--- src/hw/rtl/nor_flash_command_sequencer_top_macros.svh ---
// ----------------------------------------------------------------------------
// NOR flash command sequencer assertion macros
// Concurrent assertion helpers that compile away in synthesis builds.
// ----------------------------------------------------------------------------
`ifndef NOR_FLASH_COMMAND_SEQUENCER_TOP_MACROS_SVH
`define NOR_FLASH_COMMAND_SEQUENCER_TOP_MACROS_SVH
`ifndef SYNTHESIS
`define NFCS_ASSERT_IMPL(lbl, clk, rst_n, ante, cons) \
  lbl: assert property (@(posedge clk) disable iff (!rst_n) (ante) |-> (cons)) \
    else $error("nfcs assertion failed");
`define NFCS_ASSERT_NEXT(lbl, clk, rst_n, ante, cons) \
  lbl: assert property (@(posedge clk) disable iff (!rst_n) (ante) |=> (cons)) \
    else $error("nfcs assertion failed");
`else
`define NFCS_ASSERT_IMPL(lbl, clk, rst_n, ante, cons)
`define NFCS_ASSERT_NEXT(lbl, clk, rst_n, ante, cons)
`endif
`endif

--- src/hw/rtl/nfcs_pkg.sv ---
// ----------------------------------------------------------------------------
// NOR flash command sequencer package
// Shared types, command constants and bus width helpers.
// ----------------------------------------------------------------------------
`default_nettype none

package nfcs_pkg;

  typedef enum logic [3:0] {
    MODE_RESET        = 4'd0,
    MODE_AUTOSEL      = 4'd1,
    MODE_QUERY        = 4'd2,
    MODE_CHIP_ERASE   = 4'd3,
    MODE_SECTOR_ERASE = 4'd4,
    MODE_BUF_START    = 4'd5,
    MODE_BUF_WORD     = 4'd6,
    MODE_CONFIRM      = 4'd7,
    MODE_TOGGLE_POLL  = 4'd8,
    MODE_VERIFY       = 4'd9
  } mode_t;

  localparam logic [1:0] CFG_WIDTH  = 2'd0;
  localparam logic [1:0] CFG_OFFSET = 2'd1;
  localparam logic [1:0] CFG_PAGE   = 2'd2;

  localparam logic       KIND_WRITE = 1'b0;
  localparam logic       KIND_POLL  = 1'b1;

  localparam logic [1:0] POLL_BUSY = 2'd0;
  localparam logic [1:0] POLL_DONE = 2'd1;
  localparam logic [1:0] POLL_FAIL = 2'd2;

  localparam logic [31:0] ADDR_UNLOCK1 = 32'h0000_0555 << 1;
  localparam logic [31:0] ADDR_UNLOCK2 = 32'h0000_02AA << 1;
  localparam logic [31:0] ADDR_QUERY   = 32'h0000_0055 << 1;
  localparam logic [31:0] ADDR_ZERO    = 32'h0000_0000;

  localparam logic [7:0] CMD_UNLOCK1 = 8'hAA;
  localparam logic [7:0] CMD_UNLOCK2 = 8'h55;
  localparam logic [7:0] CMD_RESET   = 8'hF0;
  localparam logic [7:0] CMD_AUTOSEL = 8'h90;
  localparam logic [7:0] CMD_QUERY   = 8'h98;
  localparam logic [7:0] CMD_ERASE   = 8'h80;
  localparam logic [7:0] CMD_CHIP    = 8'h10;
  localparam logic [7:0] CMD_SECTOR  = 8'h30;
  localparam logic [7:0] CMD_BUFFER  = 8'h25;
  localparam logic [7:0] CMD_CONFIRM = 8'h29;

  localparam logic [31:0] DQ6 = 32'h0000_0040;
  localparam logic [31:0] DQ5 = 32'h0000_0020;
  localparam logic [31:0] DQ1 = 32'h0000_0002;

  localparam int QUEUE_DEPTH = 2;

  typedef struct packed {
    logic [1:0]  width_code;
    logic [31:0] address_offset;
    logic [3:0]  page_log2;
  } cfg_t;

  typedef struct packed {
    mode_t       mode;
    logic [31:0] address;
    logic [31:0] data;
    logic [1:0]  status;
  } desc_t;

  typedef struct packed {
    logic        kind;
    logic [31:0] bus_address;
    logic [31:0] bus_data;
    logic [1:0]  poll_status;
    logic        last;
  } result_t;

  function automatic logic [1:0] bytes_log2(input logic [1:0] width_code);
    return (width_code >= 2'd2) ? 2'd2 : width_code;
  endfunction

  function automatic logic [31:0] bus_mask(input logic [1:0] width_code);
    logic [31:0] m;
    case (bytes_log2(width_code))
      2'd0:    m = 32'h0000_00FF;
      2'd1:    m = 32'h0000_FFFF;
      default: m = 32'hFFFF_FFFF;
    endcase
    return m;
  endfunction

endpackage

`default_nettype wire

--- src/hw/rtl/nfcs_if.sv ---
// ----------------------------------------------------------------------------
// NOR flash command sequencer channel interfaces
// Valid/ready channels for command items, results and register writes.
// ----------------------------------------------------------------------------
`default_nettype none

interface nfcs_in_if;
  logic        valid;
  logic        ready;
  logic [3:0]  mode;
  logic [31:0] address;
  logic [31:0] data;
  modport source (output valid, mode, address, data, input ready);
  modport sink   (input valid, mode, address, data, output ready);
endinterface

interface nfcs_out_if;
  logic        valid;
  logic        ready;
  logic        kind;
  logic [31:0] bus_address;
  logic [31:0] bus_data;
  logic [1:0]  poll_status;
  logic        last;
  modport source (output valid, kind, bus_address, bus_data, poll_status, last,
                  input ready);
  modport sink   (input valid, kind, bus_address, bus_data, poll_status, last,
                  output ready);
endinterface

interface nfcs_cfg_if;
  logic        valid;
  logic        ready;
  logic [1:0]  index;
  logic [31:0] wdata;
  modport source (output valid, index, wdata, input ready);
  modport sink   (input valid, index, wdata, output ready);
endinterface

`default_nettype wire

--- src/hw/rtl/nfcs_front.sv ---
// ----------------------------------------------------------------------------
// NOR flash command sequencer front end
// Accepts command items, evaluates polls and queues work for the back end.
// ----------------------------------------------------------------------------
`default_nettype none

module nfcs_front import nfcs_pkg::*; (
  input  wire logic  clk,
  input  wire logic  rst_n,
  input  wire cfg_t  cfg,
  nfcs_in_if.sink    in_ch,
  input  wire logic  q_full,
  output logic       q_push,
  output desc_t      q_desc
);

  typedef enum logic [3:0] {
    TG_IDLE    = 4'b0001,
    TG_HELD    = 4'b0010,
    TG_RECHK1  = 4'b0100,
    TG_RECHK2  = 4'b1000
  } toggle_state_t;

  toggle_state_t tg_state_r, tg_state_nxt;
  logic [31:0]   prev_status_r, prev_status_nxt;
  logic          recheck_r, recheck_nxt;
  logic [31:0]   last_word_r, last_word_nxt;

  logic          accept;
  mode_t         mode;
  logic [31:0]   mask;
  logic [31:0]   st;
  logic          dq6_changed;
  logic [1:0]    toggle_res;
  logic [1:0]    verify_res;
  logic [15:0]   page_bytes;
  logic [15:0]   page_words;
  logic [7:0]    word_count;
  logic          known;

  assign in_ch.ready = !q_full;
  assign accept      = in_ch.valid && in_ch.ready;
  assign mode        = mode_t'(in_ch.mode);
  assign mask        = bus_mask(cfg.width_code);
  assign st          = in_ch.data & mask;
  assign dq6_changed = ((st ^ prev_status_r) & DQ6) != 32'd0;
  assign page_bytes  = 16'd1 << cfg.page_log2;
  assign page_words  = page_bytes >> bytes_log2(cfg.width_code);
  assign word_count  = 8'(page_words - 16'd1);
  assign known       = in_ch.mode <= 4'(MODE_VERIFY);

  always_comb begin
    tg_state_nxt    = tg_state_r;
    prev_status_nxt = prev_status_r;
    toggle_res      = POLL_BUSY;
    case (tg_state_r)
      TG_IDLE: begin
        prev_status_nxt = st;
        tg_state_nxt    = TG_HELD;
      end
      TG_HELD: begin
        prev_status_nxt = st;
        if (!dq6_changed) begin
          toggle_res   = POLL_DONE;
          tg_state_nxt = TG_IDLE;
        end else if ((st & DQ5) != 32'd0) begin
          tg_state_nxt = TG_RECHK1;
        end
      end
      TG_RECHK1: begin
        prev_status_nxt = st;
        tg_state_nxt    = TG_RECHK2;
      end
      default: begin
        prev_status_nxt = st;
        toggle_res      = dq6_changed ? POLL_FAIL : POLL_DONE;
        tg_state_nxt    = TG_IDLE;
      end
    endcase
  end

  always_comb begin
    recheck_nxt = recheck_r;
    verify_res  = POLL_BUSY;
    if (st == last_word_r) begin
      verify_res  = POLL_DONE;
      recheck_nxt = 1'b0;
    end else if (recheck_r) begin
      verify_res  = POLL_FAIL;
      recheck_nxt = 1'b0;
    end else if ((st & (DQ5 | DQ1)) != 32'd0) begin
      recheck_nxt = 1'b1;
    end
  end

  assign last_word_nxt = st;

  always_comb begin
    q_desc.mode    = mode;
    q_desc.address = in_ch.address;
    q_desc.data    = st;
    q_desc.status  = POLL_BUSY;
    case (mode)
      MODE_BUF_START:   q_desc.data   = {24'd0, word_count};
      MODE_TOGGLE_POLL: q_desc.status = toggle_res;
      MODE_VERIFY:      q_desc.status = verify_res;
      default:          q_desc.data   = st;
    endcase
  end

  assign q_push = accept && known;

  always_ff @(posedge clk) begin
    if (!rst_n) begin
      tg_state_r    <= TG_IDLE;
      prev_status_r <= 32'd0;
      recheck_r     <= 1'b0;
      last_word_r   <= 32'd0;
    end else if (accept) begin
      case (mode)
        MODE_TOGGLE_POLL: begin
          tg_state_r    <= tg_state_nxt;
          prev_status_r <= prev_status_nxt;
        end
        MODE_VERIFY:   recheck_r   <= recheck_nxt;
        MODE_BUF_WORD: last_word_r <= last_word_nxt;
        default: ;
      endcase
    end
  end

endmodule

`default_nettype wire

--- src/hw/rtl/nfcs_queue.sv ---
// ----------------------------------------------------------------------------
// NOR flash command sequencer work queue
// Two-entry FIFO of classified commands between front and back end.
// ----------------------------------------------------------------------------
`default_nettype none

module nfcs_queue import nfcs_pkg::*; (
  input  wire logic  clk,
  input  wire logic  rst_n,
  input  wire logic  push,
  input  wire desc_t push_desc,
  output logic       full,
  input  wire logic  pop,
  output desc_t      head,
  output logic       empty
);

  localparam int PTR_W = $clog2(QUEUE_DEPTH);
  localparam int CNT_W = $clog2(QUEUE_DEPTH + 1);

  desc_t              entry_r [QUEUE_DEPTH];
  logic [PTR_W-1:0]   wr_ptr_r, wr_ptr_nxt;
  logic [PTR_W-1:0]   rd_ptr_r, rd_ptr_nxt;
  logic [CNT_W-1:0]   count_r, count_nxt;
  logic               do_push;
  logic               do_pop;

  assign full    = count_r == CNT_W'(QUEUE_DEPTH);
  assign empty   = count_r == '0;
  assign head    = entry_r[rd_ptr_r];
  assign do_push = push && !full;
  assign do_pop  = pop && !empty;

  always_comb begin
    wr_ptr_nxt = wr_ptr_r;
    rd_ptr_nxt = rd_ptr_r;
    count_nxt  = count_r;
    if (do_push) begin
      wr_ptr_nxt = (wr_ptr_r == PTR_W'(QUEUE_DEPTH - 1)) ? '0 : wr_ptr_r + 1'b1;
    end
    if (do_pop) begin
      rd_ptr_nxt = (rd_ptr_r == PTR_W'(QUEUE_DEPTH - 1)) ? '0 : rd_ptr_r + 1'b1;
    end
    if (do_push && !do_pop) begin
      count_nxt = count_r + 1'b1;
    end else if (do_pop && !do_push) begin
      count_nxt = count_r - 1'b1;
    end
  end

  always_ff @(posedge clk) begin
    if (!rst_n) begin
      wr_ptr_r <= '0;
      rd_ptr_r <= '0;
      count_r  <= '0;
    end else begin
      wr_ptr_r <= wr_ptr_nxt;
      rd_ptr_r <= rd_ptr_nxt;
      count_r  <= count_nxt;
    end
  end

  always_ff @(posedge clk) begin
    if (do_push) begin
      entry_r[wr_ptr_r] <= push_desc;
    end
  end

endmodule

`default_nettype wire

--- src/hw/rtl/nfcs_back.sv ---
// ----------------------------------------------------------------------------
// NOR flash command sequencer back end
// Expands queued commands into bus write cycles and poll results.
// ----------------------------------------------------------------------------
`default_nettype none

module nfcs_back import nfcs_pkg::*; (
  input  wire logic  clk,
  input  wire logic  rst_n,
  input  wire cfg_t  cfg,
  input  wire desc_t head,
  input  wire logic  empty,
  output logic       pop,
  nfcs_out_if.source out_ch
);

  logic [2:0]  step_r, step_nxt;
  logic        out_valid_r, out_valid_nxt;
  result_t     out_r;
  result_t     cyc;
  logic [2:0]  n_steps;
  logic        advance;
  logic        is_last;
  logic [31:0] raw_addr;
  logic [7:0]  raw_cmd;

  function automatic logic [2:0] step_count(input mode_t m);
    logic [2:0] n;
    case (m)
      MODE_RESET, MODE_AUTOSEL:          n = 3'd3;
      MODE_CHIP_ERASE, MODE_SECTOR_ERASE: n = 3'd6;
      MODE_BUF_START:                    n = 3'd4;
      default:                           n = 3'd1;
    endcase
    return n;
  endfunction

  assign n_steps = step_count(head.mode);
  assign is_last = step_r == (n_steps - 3'd1);
  assign advance = !out_valid_r || out_ch.ready;

  always_comb begin
    raw_addr = ADDR_UNLOCK1;
    raw_cmd  = CMD_UNLOCK1;
    case (step_r)
      3'd0: begin
        raw_addr = ADDR_UNLOCK1;
        raw_cmd  = CMD_UNLOCK1;
      end
      3'd1, 3'd4: begin
        raw_addr = ADDR_UNLOCK2;
        raw_cmd  = CMD_UNLOCK2;
      end
      3'd3: begin
        raw_addr = ADDR_UNLOCK1;
        raw_cmd  = CMD_UNLOCK1;
      end
      default: begin
        raw_addr = ADDR_UNLOCK1;
        raw_cmd  = CMD_ERASE;
      end
    endcase
  end

  always_comb begin
    cyc.kind        = KIND_WRITE;
    cyc.bus_address = raw_addr;
    cyc.bus_data    = {24'd0, raw_cmd};
    cyc.poll_status = POLL_BUSY;
    cyc.last        = is_last;
    case (head.mode)
      MODE_RESET: begin
        if (is_last) begin
          cyc.bus_address = ADDR_ZERO;
          cyc.bus_data    = {24'd0, CMD_RESET};
        end
      end
      MODE_AUTOSEL: begin
        if (is_last) begin
          cyc.bus_address = ADDR_UNLOCK1;
          cyc.bus_data    = {24'd0, CMD_AUTOSEL};
        end
      end
      MODE_QUERY: begin
        cyc.bus_address = ADDR_QUERY;
        cyc.bus_data    = {24'd0, CMD_QUERY};
      end
      MODE_CHIP_ERASE: begin
        if (is_last) begin
          cyc.bus_address = ADDR_UNLOCK1;
          cyc.bus_data    = {24'd0, CMD_CHIP};
        end
      end
      MODE_SECTOR_ERASE: begin
        if (is_last) begin
          cyc.bus_address = head.address;
          cyc.bus_data    = {24'd0, CMD_SECTOR};
        end
      end
      MODE_BUF_START: begin
        if (step_r == 3'd2) begin
          cyc.bus_address = head.address;
          cyc.bus_data    = {24'd0, CMD_BUFFER};
        end else if (is_last) begin
          cyc.bus_address = head.address;
          cyc.bus_data    = head.data;
        end
      end
      MODE_BUF_WORD: begin
        cyc.bus_address = head.address;
        cyc.bus_data    = head.data;
      end
      MODE_CONFIRM: begin
        cyc.bus_address = head.address;
        cyc.bus_data    = {24'd0, CMD_CONFIRM};
      end
      default: begin
        cyc.kind        = KIND_POLL;
        cyc.bus_address = ADDR_ZERO;
        cyc.bus_data    = 32'd0;
        cyc.poll_status = head.status;
      end
    endcase
    if (cyc.kind == KIND_WRITE) begin
      cyc.bus_address = cyc.bus_address + cfg.address_offset;
      cyc.bus_data    = cyc.bus_data & bus_mask(cfg.width_code);
    end
  end

  always_comb begin
    step_nxt      = step_r;
    out_valid_nxt = out_valid_r;
    pop           = 1'b0;
    if (advance) begin
      out_valid_nxt = !empty;
      if (!empty) begin
        if (is_last) begin
          step_nxt = 3'd0;
          pop      = 1'b1;
        end else begin
          step_nxt = step_r + 3'd1;
        end
      end
    end
  end

  always_ff @(posedge clk) begin
    if (!rst_n) begin
      step_r      <= 3'd0;
      out_valid_r <= 1'b0;
    end else begin
      step_r      <= step_nxt;
      out_valid_r <= out_valid_nxt;
    end
  end

  always_ff @(posedge clk) begin
    if (advance && !empty) begin
      out_r <= cyc;
    end
  end

  assign out_ch.valid       = out_valid_r;
  assign out_ch.kind        = out_r.kind;
  assign out_ch.bus_address = out_r.bus_address;
  assign out_ch.bus_data    = out_r.bus_data;
  assign out_ch.poll_status = out_r.poll_status;
  assign out_ch.last        = out_r.last;

endmodule

`default_nettype wire

--- src/hw/rtl/nor_flash_command_sequencer_top.sv ---
// ----------------------------------------------------------------------------
// NOR flash command sequencer
// Host side command and status poll sequencer for AMD-style NOR flash.
// ----------------------------------------------------------------------------
// Usage:
// Items arrive on in_ch and each names one mode with an address and data
// word. Command modes produce their bus write cycles on out_ch, one result
// per transfer, with last set on the final cycle. Poll modes produce one
// poll status result. Unknown modes are taken and produce nothing.
// Registers are written on cfg_ch, which is always ready; write them only
// while no item is in flight.
// The first result of an item is registered in the queue and then in the
// output register. The back end emits one result per cycle while the
// receiver is ready, so an item occupies it for its one to six results,
// set by its number of bus write cycles. A two-entry queue lets the front
// end keep taking items while results wait. When the receiver stalls, the
// current result holds and the queue fills; in_ch.ready drops once it is full.
// Reset clears the queue, the output valid flag and the poll state and loads
// the register defaults: 16-bit bus, zero offset, 32-byte page.
// ----------------------------------------------------------------------------
`default_nettype none

`include "nor_flash_command_sequencer_top_macros.svh"

module nor_flash_command_sequencer_top import nfcs_pkg::*; (
  input  wire logic  clk,
  input  wire logic  rst_n,
  nfcs_in_if.sink    in_ch,
  nfcs_out_if.source out_ch,
  nfcs_cfg_if.sink   cfg_ch
);

  cfg_t  cfg_r;
  logic  q_full;
  logic  q_empty;
  logic  q_push;
  logic  q_pop;
  desc_t q_push_desc;
  desc_t q_head;

  assign cfg_ch.ready = 1'b1;

  always_ff @(posedge clk) begin
    if (!rst_n) begin
      cfg_r.width_code     <= 2'd1;
      cfg_r.address_offset <= 32'd0;
      cfg_r.page_log2      <= 4'd5;
    end else if (cfg_ch.valid && cfg_ch.ready) begin
      case (cfg_ch.index)
        CFG_WIDTH:  cfg_r.width_code     <= cfg_ch.wdata[1:0];
        CFG_OFFSET: cfg_r.address_offset <= cfg_ch.wdata;
        CFG_PAGE:   cfg_r.page_log2      <= cfg_ch.wdata[3:0];
        default: ;
      endcase
    end
  end

  nfcs_front u_front (
    .clk    (clk),
    .rst_n  (rst_n),
    .cfg    (cfg_r),
    .in_ch  (in_ch),
    .q_full (q_full),
    .q_push (q_push),
    .q_desc (q_push_desc)
  );

  nfcs_queue u_queue (
    .clk       (clk),
    .rst_n     (rst_n),
    .push      (q_push),
    .push_desc (q_push_desc),
    .full      (q_full),
    .pop       (q_pop),
    .head      (q_head),
    .empty     (q_empty)
  );

  nfcs_back u_back (
    .clk    (clk),
    .rst_n  (rst_n),
    .cfg    (cfg_r),
    .head   (q_head),
    .empty  (q_empty),
    .pop    (q_pop),
    .out_ch (out_ch)
  );

  `NFCS_ASSERT_IMPL(a_full_blocks_input, clk, rst_n, q_full, !in_ch.ready)
  `NFCS_ASSERT_NEXT(a_full_holds, clk, rst_n, q_full && !q_pop, q_full)
  `NFCS_ASSERT_IMPL(a_poll_no_bus, clk, rst_n, out_ch.valid && out_ch.kind, out_ch.bus_address == 32'd0 && out_ch.bus_data == 32'd0 && out_ch.last)
  `NFCS_ASSERT_IMPL(a_write_no_status, clk, rst_n, out_ch.valid && !out_ch.kind, out_ch.poll_status == POLL_BUSY)

endmodule

`default_nettype wire

--- src/flat_wrapper.sv ---
// flat-port wrapper written by rule: the top's interface ports become plain ports
module nor_flash_command_sequencer_top_flat import nfcs_pkg::*;
  (clk, rst_n, in_ch_valid, in_ch_mode, in_ch_address, in_ch_data, in_ch_ready, out_ch_valid, out_ch_kind, out_ch_bus_address, out_ch_bus_data, out_ch_poll_status, out_ch_last, out_ch_ready, cfg_ch_valid, cfg_ch_index, cfg_ch_wdata, cfg_ch_ready);
  nfcs_in_if in_ch_i ();
  nfcs_out_if out_ch_i ();
  nfcs_cfg_if cfg_ch_i ();
  input  wire logic clk;
  input  wire logic rst_n;
  input wire logic [$bits(in_ch_i.valid)-1:0] in_ch_valid;
  input wire logic [$bits(in_ch_i.mode)-1:0] in_ch_mode;
  input wire logic [$bits(in_ch_i.address)-1:0] in_ch_address;
  input wire logic [$bits(in_ch_i.data)-1:0] in_ch_data;
  output wire logic [$bits(in_ch_i.ready)-1:0] in_ch_ready;
  output wire logic [$bits(out_ch_i.valid)-1:0] out_ch_valid;
  output wire logic [$bits(out_ch_i.kind)-1:0] out_ch_kind;
  output wire logic [$bits(out_ch_i.bus_address)-1:0] out_ch_bus_address;
  output wire logic [$bits(out_ch_i.bus_data)-1:0] out_ch_bus_data;
  output wire logic [$bits(out_ch_i.poll_status)-1:0] out_ch_poll_status;
  output wire logic [$bits(out_ch_i.last)-1:0] out_ch_last;
  input wire logic [$bits(out_ch_i.ready)-1:0] out_ch_ready;
  input wire logic [$bits(cfg_ch_i.valid)-1:0] cfg_ch_valid;
  input wire logic [$bits(cfg_ch_i.index)-1:0] cfg_ch_index;
  input wire logic [$bits(cfg_ch_i.wdata)-1:0] cfg_ch_wdata;
  output wire logic [$bits(cfg_ch_i.ready)-1:0] cfg_ch_ready;
  assign in_ch_i.valid = in_ch_valid;
  assign in_ch_i.mode = in_ch_mode;
  assign in_ch_i.address = in_ch_address;
  assign in_ch_i.data = in_ch_data;
  assign in_ch_ready = in_ch_i.ready;
  assign out_ch_valid = out_ch_i.valid;
  assign out_ch_kind = out_ch_i.kind;
  assign out_ch_bus_address = out_ch_i.bus_address;
  assign out_ch_bus_data = out_ch_i.bus_data;
  assign out_ch_poll_status = out_ch_i.poll_status;
  assign out_ch_last = out_ch_i.last;
  assign out_ch_i.ready = out_ch_ready;
  assign cfg_ch_i.valid = cfg_ch_valid;
  assign cfg_ch_i.index = cfg_ch_index;
  assign cfg_ch_i.wdata = cfg_ch_wdata;
  assign cfg_ch_ready = cfg_ch_i.ready;
  nor_flash_command_sequencer_top u_core (.clk(clk), .rst_n(rst_n), .in_ch(in_ch_i), .out_ch(out_ch_i), .cfg_ch(cfg_ch_i));
endmodule
--- config.mk ---
export PLATFORM = sky130hd
export DESIGN_NAME = nor_flash_command_sequencer_top_flat
export DESIGN_NICKNAME = d
export VERILOG_FILES = /design/src/hw/rtl/nfcs_pkg.sv /design/src/hw/rtl/nfcs_if.sv /design/src/hw/rtl/nfcs_front.sv /design/src/hw/rtl/nfcs_queue.sv /design/src/hw/rtl/nfcs_back.sv /design/src/hw/rtl/nor_flash_command_sequencer_top.sv /design/src/flat_wrapper.sv
export VERILOG_INCLUDE_DIRS = /design/src /design/src/hw/rtl
export SDC_FILE = /design/constraint.sdc
export NUM_CORES = 1
export LEC_CHECK = 0
export BUFFER_PORTS_ARGS = -buffer_cell sky130_fd_sc_hd__buf_2
export CORE_UTILIZATION = 60
export DETAILED_ROUTE_END_ITERATION = 8
export GPL_ROUTABILITY_DRIVEN = 0
export PLACE_DENSITY = 0.8
export SKIP_LAST_GASP = 1
export SYNTH_ARGS = -nofsm -noshare
export SYNTH_HDL_FRONTEND = slang
export SYNTH_SLANG_ARGS = --single-unit
--- constraint.sdc ---
create_clock -name clk -period 16.4 [get_ports clk]
set_clock_uncertainty 0.1 [all_clocks]
set_input_delay 3.28 -clock clk [delete_from_list [all_inputs] [get_ports clk]]
set_output_delay 3.28 -clock clk [all_outputs]
set_load 0.005 [all_outputs]
==> metrics.yaml <==
cts:
  cts_inserted_buffers: 31
  cts_max_level: 1
  clk_path_buf_depth: 3
  cts_num_sinks: 293
  worst_skew_pair.late_latency_ns: 0.57
  cts_root_buf: "clkbuf_16"
  clk_pin_slew_ns: 0.06
  post-cts-setup-buffers: 0
  ctsHoldBuffers: 0
  post_cts_resize_count: 0
  cts_tree: "built"
floorplanning:
  starting_density_of_the_core_pct: 61.5
  dieHeight_um: 157
  die_footprint_um2: 24700
  ioPinCount: 178
  row_count: 56
  chipWidth_um: 157
  core_region_area_um2: 23500
power:
  max-vdd-ir-drop_uv: 98.8
  cellPowerDensity_nw_per_um2: 145
  lkg_pwr_nw: 6.23
  power_total_mw: 2.39
grt:
  grt_first_pass_wirelength_um: 50700
  antenna_found_initial: 0
  first_global_vias: 10100
  gr-usage-all-layers_pct: 26.3
  globalRouteOverflowTotal: 0
  grt_max_degree: 86
synth:
  netlist_area_um2: 14500
  netlist_instances: 1353
  synth_flop_cell: "edfxtp_1"
  yosys_warnings: 0
  synth_enable_flop_cells: 208
  synth_fp_nets: 1500
  async_flop_share_pct: 0
  synth_seq_cells: 293
  synth_cell_type_count: 78
  syn_avg_cell_area_um2: 10.7
  share_of_the_yosys_chip_area_belonging_to_registers_pct: 54.9
route:
  detailedRoute.firstPassIterationCount: 5
  viasPerCell: 5.91
  detail_route.iter0.violations: 728
  drt_wl_total_um: 33200
  number_of_remaining_drc_errors: 0
  detail-route-antenna-nets: 0
  routedWlPerCell_um: 18.0
  num_vias: 10900
critical_path:
  critical_path.endpoint_type: "register"
  critical_path.max_fanout: 65
  setup.reg_to_reg.worst_slack_ns: 8.81
  worst-endpoint-required_ns: 16.62
  critPathLaunchType: "register"
  cp.arrival_ns: 7.81
  worst-setup-path-type: "reg -> reg"
timing:
  timing.final.hold_violations: 0
  final_max_slew_viol_count: 0
  setup-tns-final_ns: 0
  worst_slew_pin_slew_ns: 1.11
  rsz0062_at_grt: "false"
  finalCriticalPeriod_ns: 7.59
  relative_slew_slack_pct: 26.0
  timing.hold.ws_ns: 0.367
  min_period_over_period_pct: 46.3
  timing.fmax_mhz: 132
  setup_failing_eps_final: 0
  setup_ws_ns: 8.81
place:
  dp_hpwl_um: 22400
  preCtsSetupSlack_ns: 8.89
  port-buffer-count: 176
layout:
  final_stage_net_count: 1652
  drive_gt1_share_pct: 16.9
  finalCoreUtilization_pct: 70.0
  layout.filler_cells: 1766
  mostFrequentLayoutCells: "208 x edfxtp_1, 176 x buf_2, 174 x nand2_1, 117 x nor2_1, 84 x dfxtp_1"
  area_growth_pct: 13.9
  layout.cells.most_common: "edfxtp_1"
  insertedDiodeCount: 0
job:
  cap_viol_max_count: 0
min_path:
  worst_hold_path_type: "reg -> reg"
status:
  status: "finished clean"
Yosys cell counts (5+ instances only):
cell type | instances | area share, %
nand2b_1 | 9 | 0.39
a211oi_1 | 17 | 0.88
xnor2_1 | 27 | 1.6
nor3b_1 | 6 | 0.31
inv_1 | 20 | 0.52
and3_1 | 25 | 1.1
nand3_1 | 38 | 1.3
a21oi_1 | 53 | 1.8
or2_2 | 5 | 0.22
a21o_1 | 23 | 1.2
edfxtp_1 | 208 | 43
o21a_1 | 9 | 0.47
buf_2 | 12 | 0.41
o21bai_1 | 5 | 0.26
or3_1 | 6 | 0.26
o21ai_0 | 55 | 1.9
nor2_1 | 119 | 3.1
o211ai_1 | 5 | 0.26
clkbuf_1 | 40 | 1.0
a211o_1 | 5 | 0.30
a31oi_1 | 8 | 0.35
buf_1 | 6 | 0.16
nand2_1 | 174 | 4.5
xor2_1 | 17 | 1.0
mux2i_1 | 67 | 4.6
o21ai_1 | 10 | 0.35
nor2b_1 | 37 | 1.6
o22ai_1 | 7 | 0.30
and2_1 | 17 | 0.73
ha_1 | 39 | 3.4
dfxtp_1 | 85 | 12
a21boi_0 | 63 | 3.3
nand4_1 | 14 | 0.61
a22o_1 | 5 | 0.30
nor3_1 | 28 | 0.97
mux2_2 | 5 | 0.39
nand3b_1 | 10 | 0.52
metrics by stage:
stage | area [um2] | std cells
2_1_floorplan | 14500 | 1353
3_3_place_gp | 15500 | 1791
3_5_place_dp | 15500 | 1791
4_1_cts | 16500 | 1849
5_1_grt | 16500 | 1849
6_report | 16500 | 1849
cell families after synthesis:
kind of cell | count (synthesis) | synth area share (%)
simple gates | 507 | 16.7
compound gates | 306 | 14.2
flops | 293 | 54.9
buf+inv | 88 | 2.64
mux | 74 | 5.27
xor+xnor | 44 | 2.66
fa+ha+maj | 40 | 3.51
other cells | 1 | 0.0259
layer usage:
layer	global-route usage, %	part of all wire [%]
met5	0	0
met4	9.48	3.4
met3	3.39	5.9
met2	45.4	49
met1	34.1	42
area by class of cell:
cell class | instances | area, um2 | area share, %
Clock buffer | 37 | 798 | 4.84
Inverter | 22 | 82.6 | 0.501
Clock inverter | 21 | 149 | 0.903
Tap cell | 319 | 399 | 2.42
Timing Repair Buffer | 185 | 948 | 5.75
Sequential cell | 293 | 7950 | 48.2
Multi-Input combinational cell | 972 | 6160 | 37.4
power by group:
group / leakage, nW / switching, mW / internal, mW
combinational: 3.12 / 0.455 / 0.264
clock: 0.456 / 0.287 / 0.364
sequential: 2.65 / 0.0542 / 0.964
total: 6.23 / 0.796 / 1.59
registers in the layout, summed over array words and instances (netlist names), named ones only:
register,flops
u_core.cfg_r,38
u_core.u_back.out_ch.bus_address,32
u_core.u_back.out_ch.bus_data,32
u_core.u_back.out_ch.kind,1
u_core.u_back.out_ch.last,1
u_core.u_back.out_ch.poll_status,2
u_core.u_back.out_ch.valid,1
u_core.u_back.step_r,3
u_core.u_front.last_word_r,32
u_core.u_front.prev_status_r,1
u_core.u_front.recheck_r,1
u_core.u_front.tg_state_r,4
u_core.u_queue.count_r,2
u_core.u_queue.entry_r,140
u_core.u_queue.rd_ptr_r,1
u_core.u_queue.wr_ptr_r,1
final timing paths:
kind | start | to | cells after the start
worst max-delay path | register | u_core.u_back.out_ch.bus_address[31]$_DFFE_PP_ | 21
worst min-delay path | u_core.u_front.last_word_r[22]$_SDFFE_PN0P_ | u_core.u_front.last_word_r[22]$_SDFFE_PN0P_ | 2
worst max register to register | register | u_core.u_back.out_ch.bus_address[31]$_DFFE_PP_ | 21
worst min register to register | u_core.u_front.last_word_r[22]$_SDFFE_PN0P_ | u_core.u_front.last_word_r[22]$_SDFFE_PN0P_ | 2
critical path: stages, from the launching register on:
cell,delay (ns)
dfxtp_4,0.58
buf_4,0.82
mux2i_1,0.73
nand2_1,0.12
a21oi_1,0.32
inv_1,0.08
ha_1,0.31
xnor2_1,0.18
nand4b_1,0.16
or2_2,0.13
nand2_1,0.10
nor3_2,0.71
or2_1,0.73
nor2_1,0.12
ha_1,0.42
o21a_1,0.16
or2_1,0.24
a41oi_1,0.30
nand4_1,0.30
a31o_2,0.31
a31o_2,0.25
mux2i_1,0.11
Power figures use the tool's default switching activity.
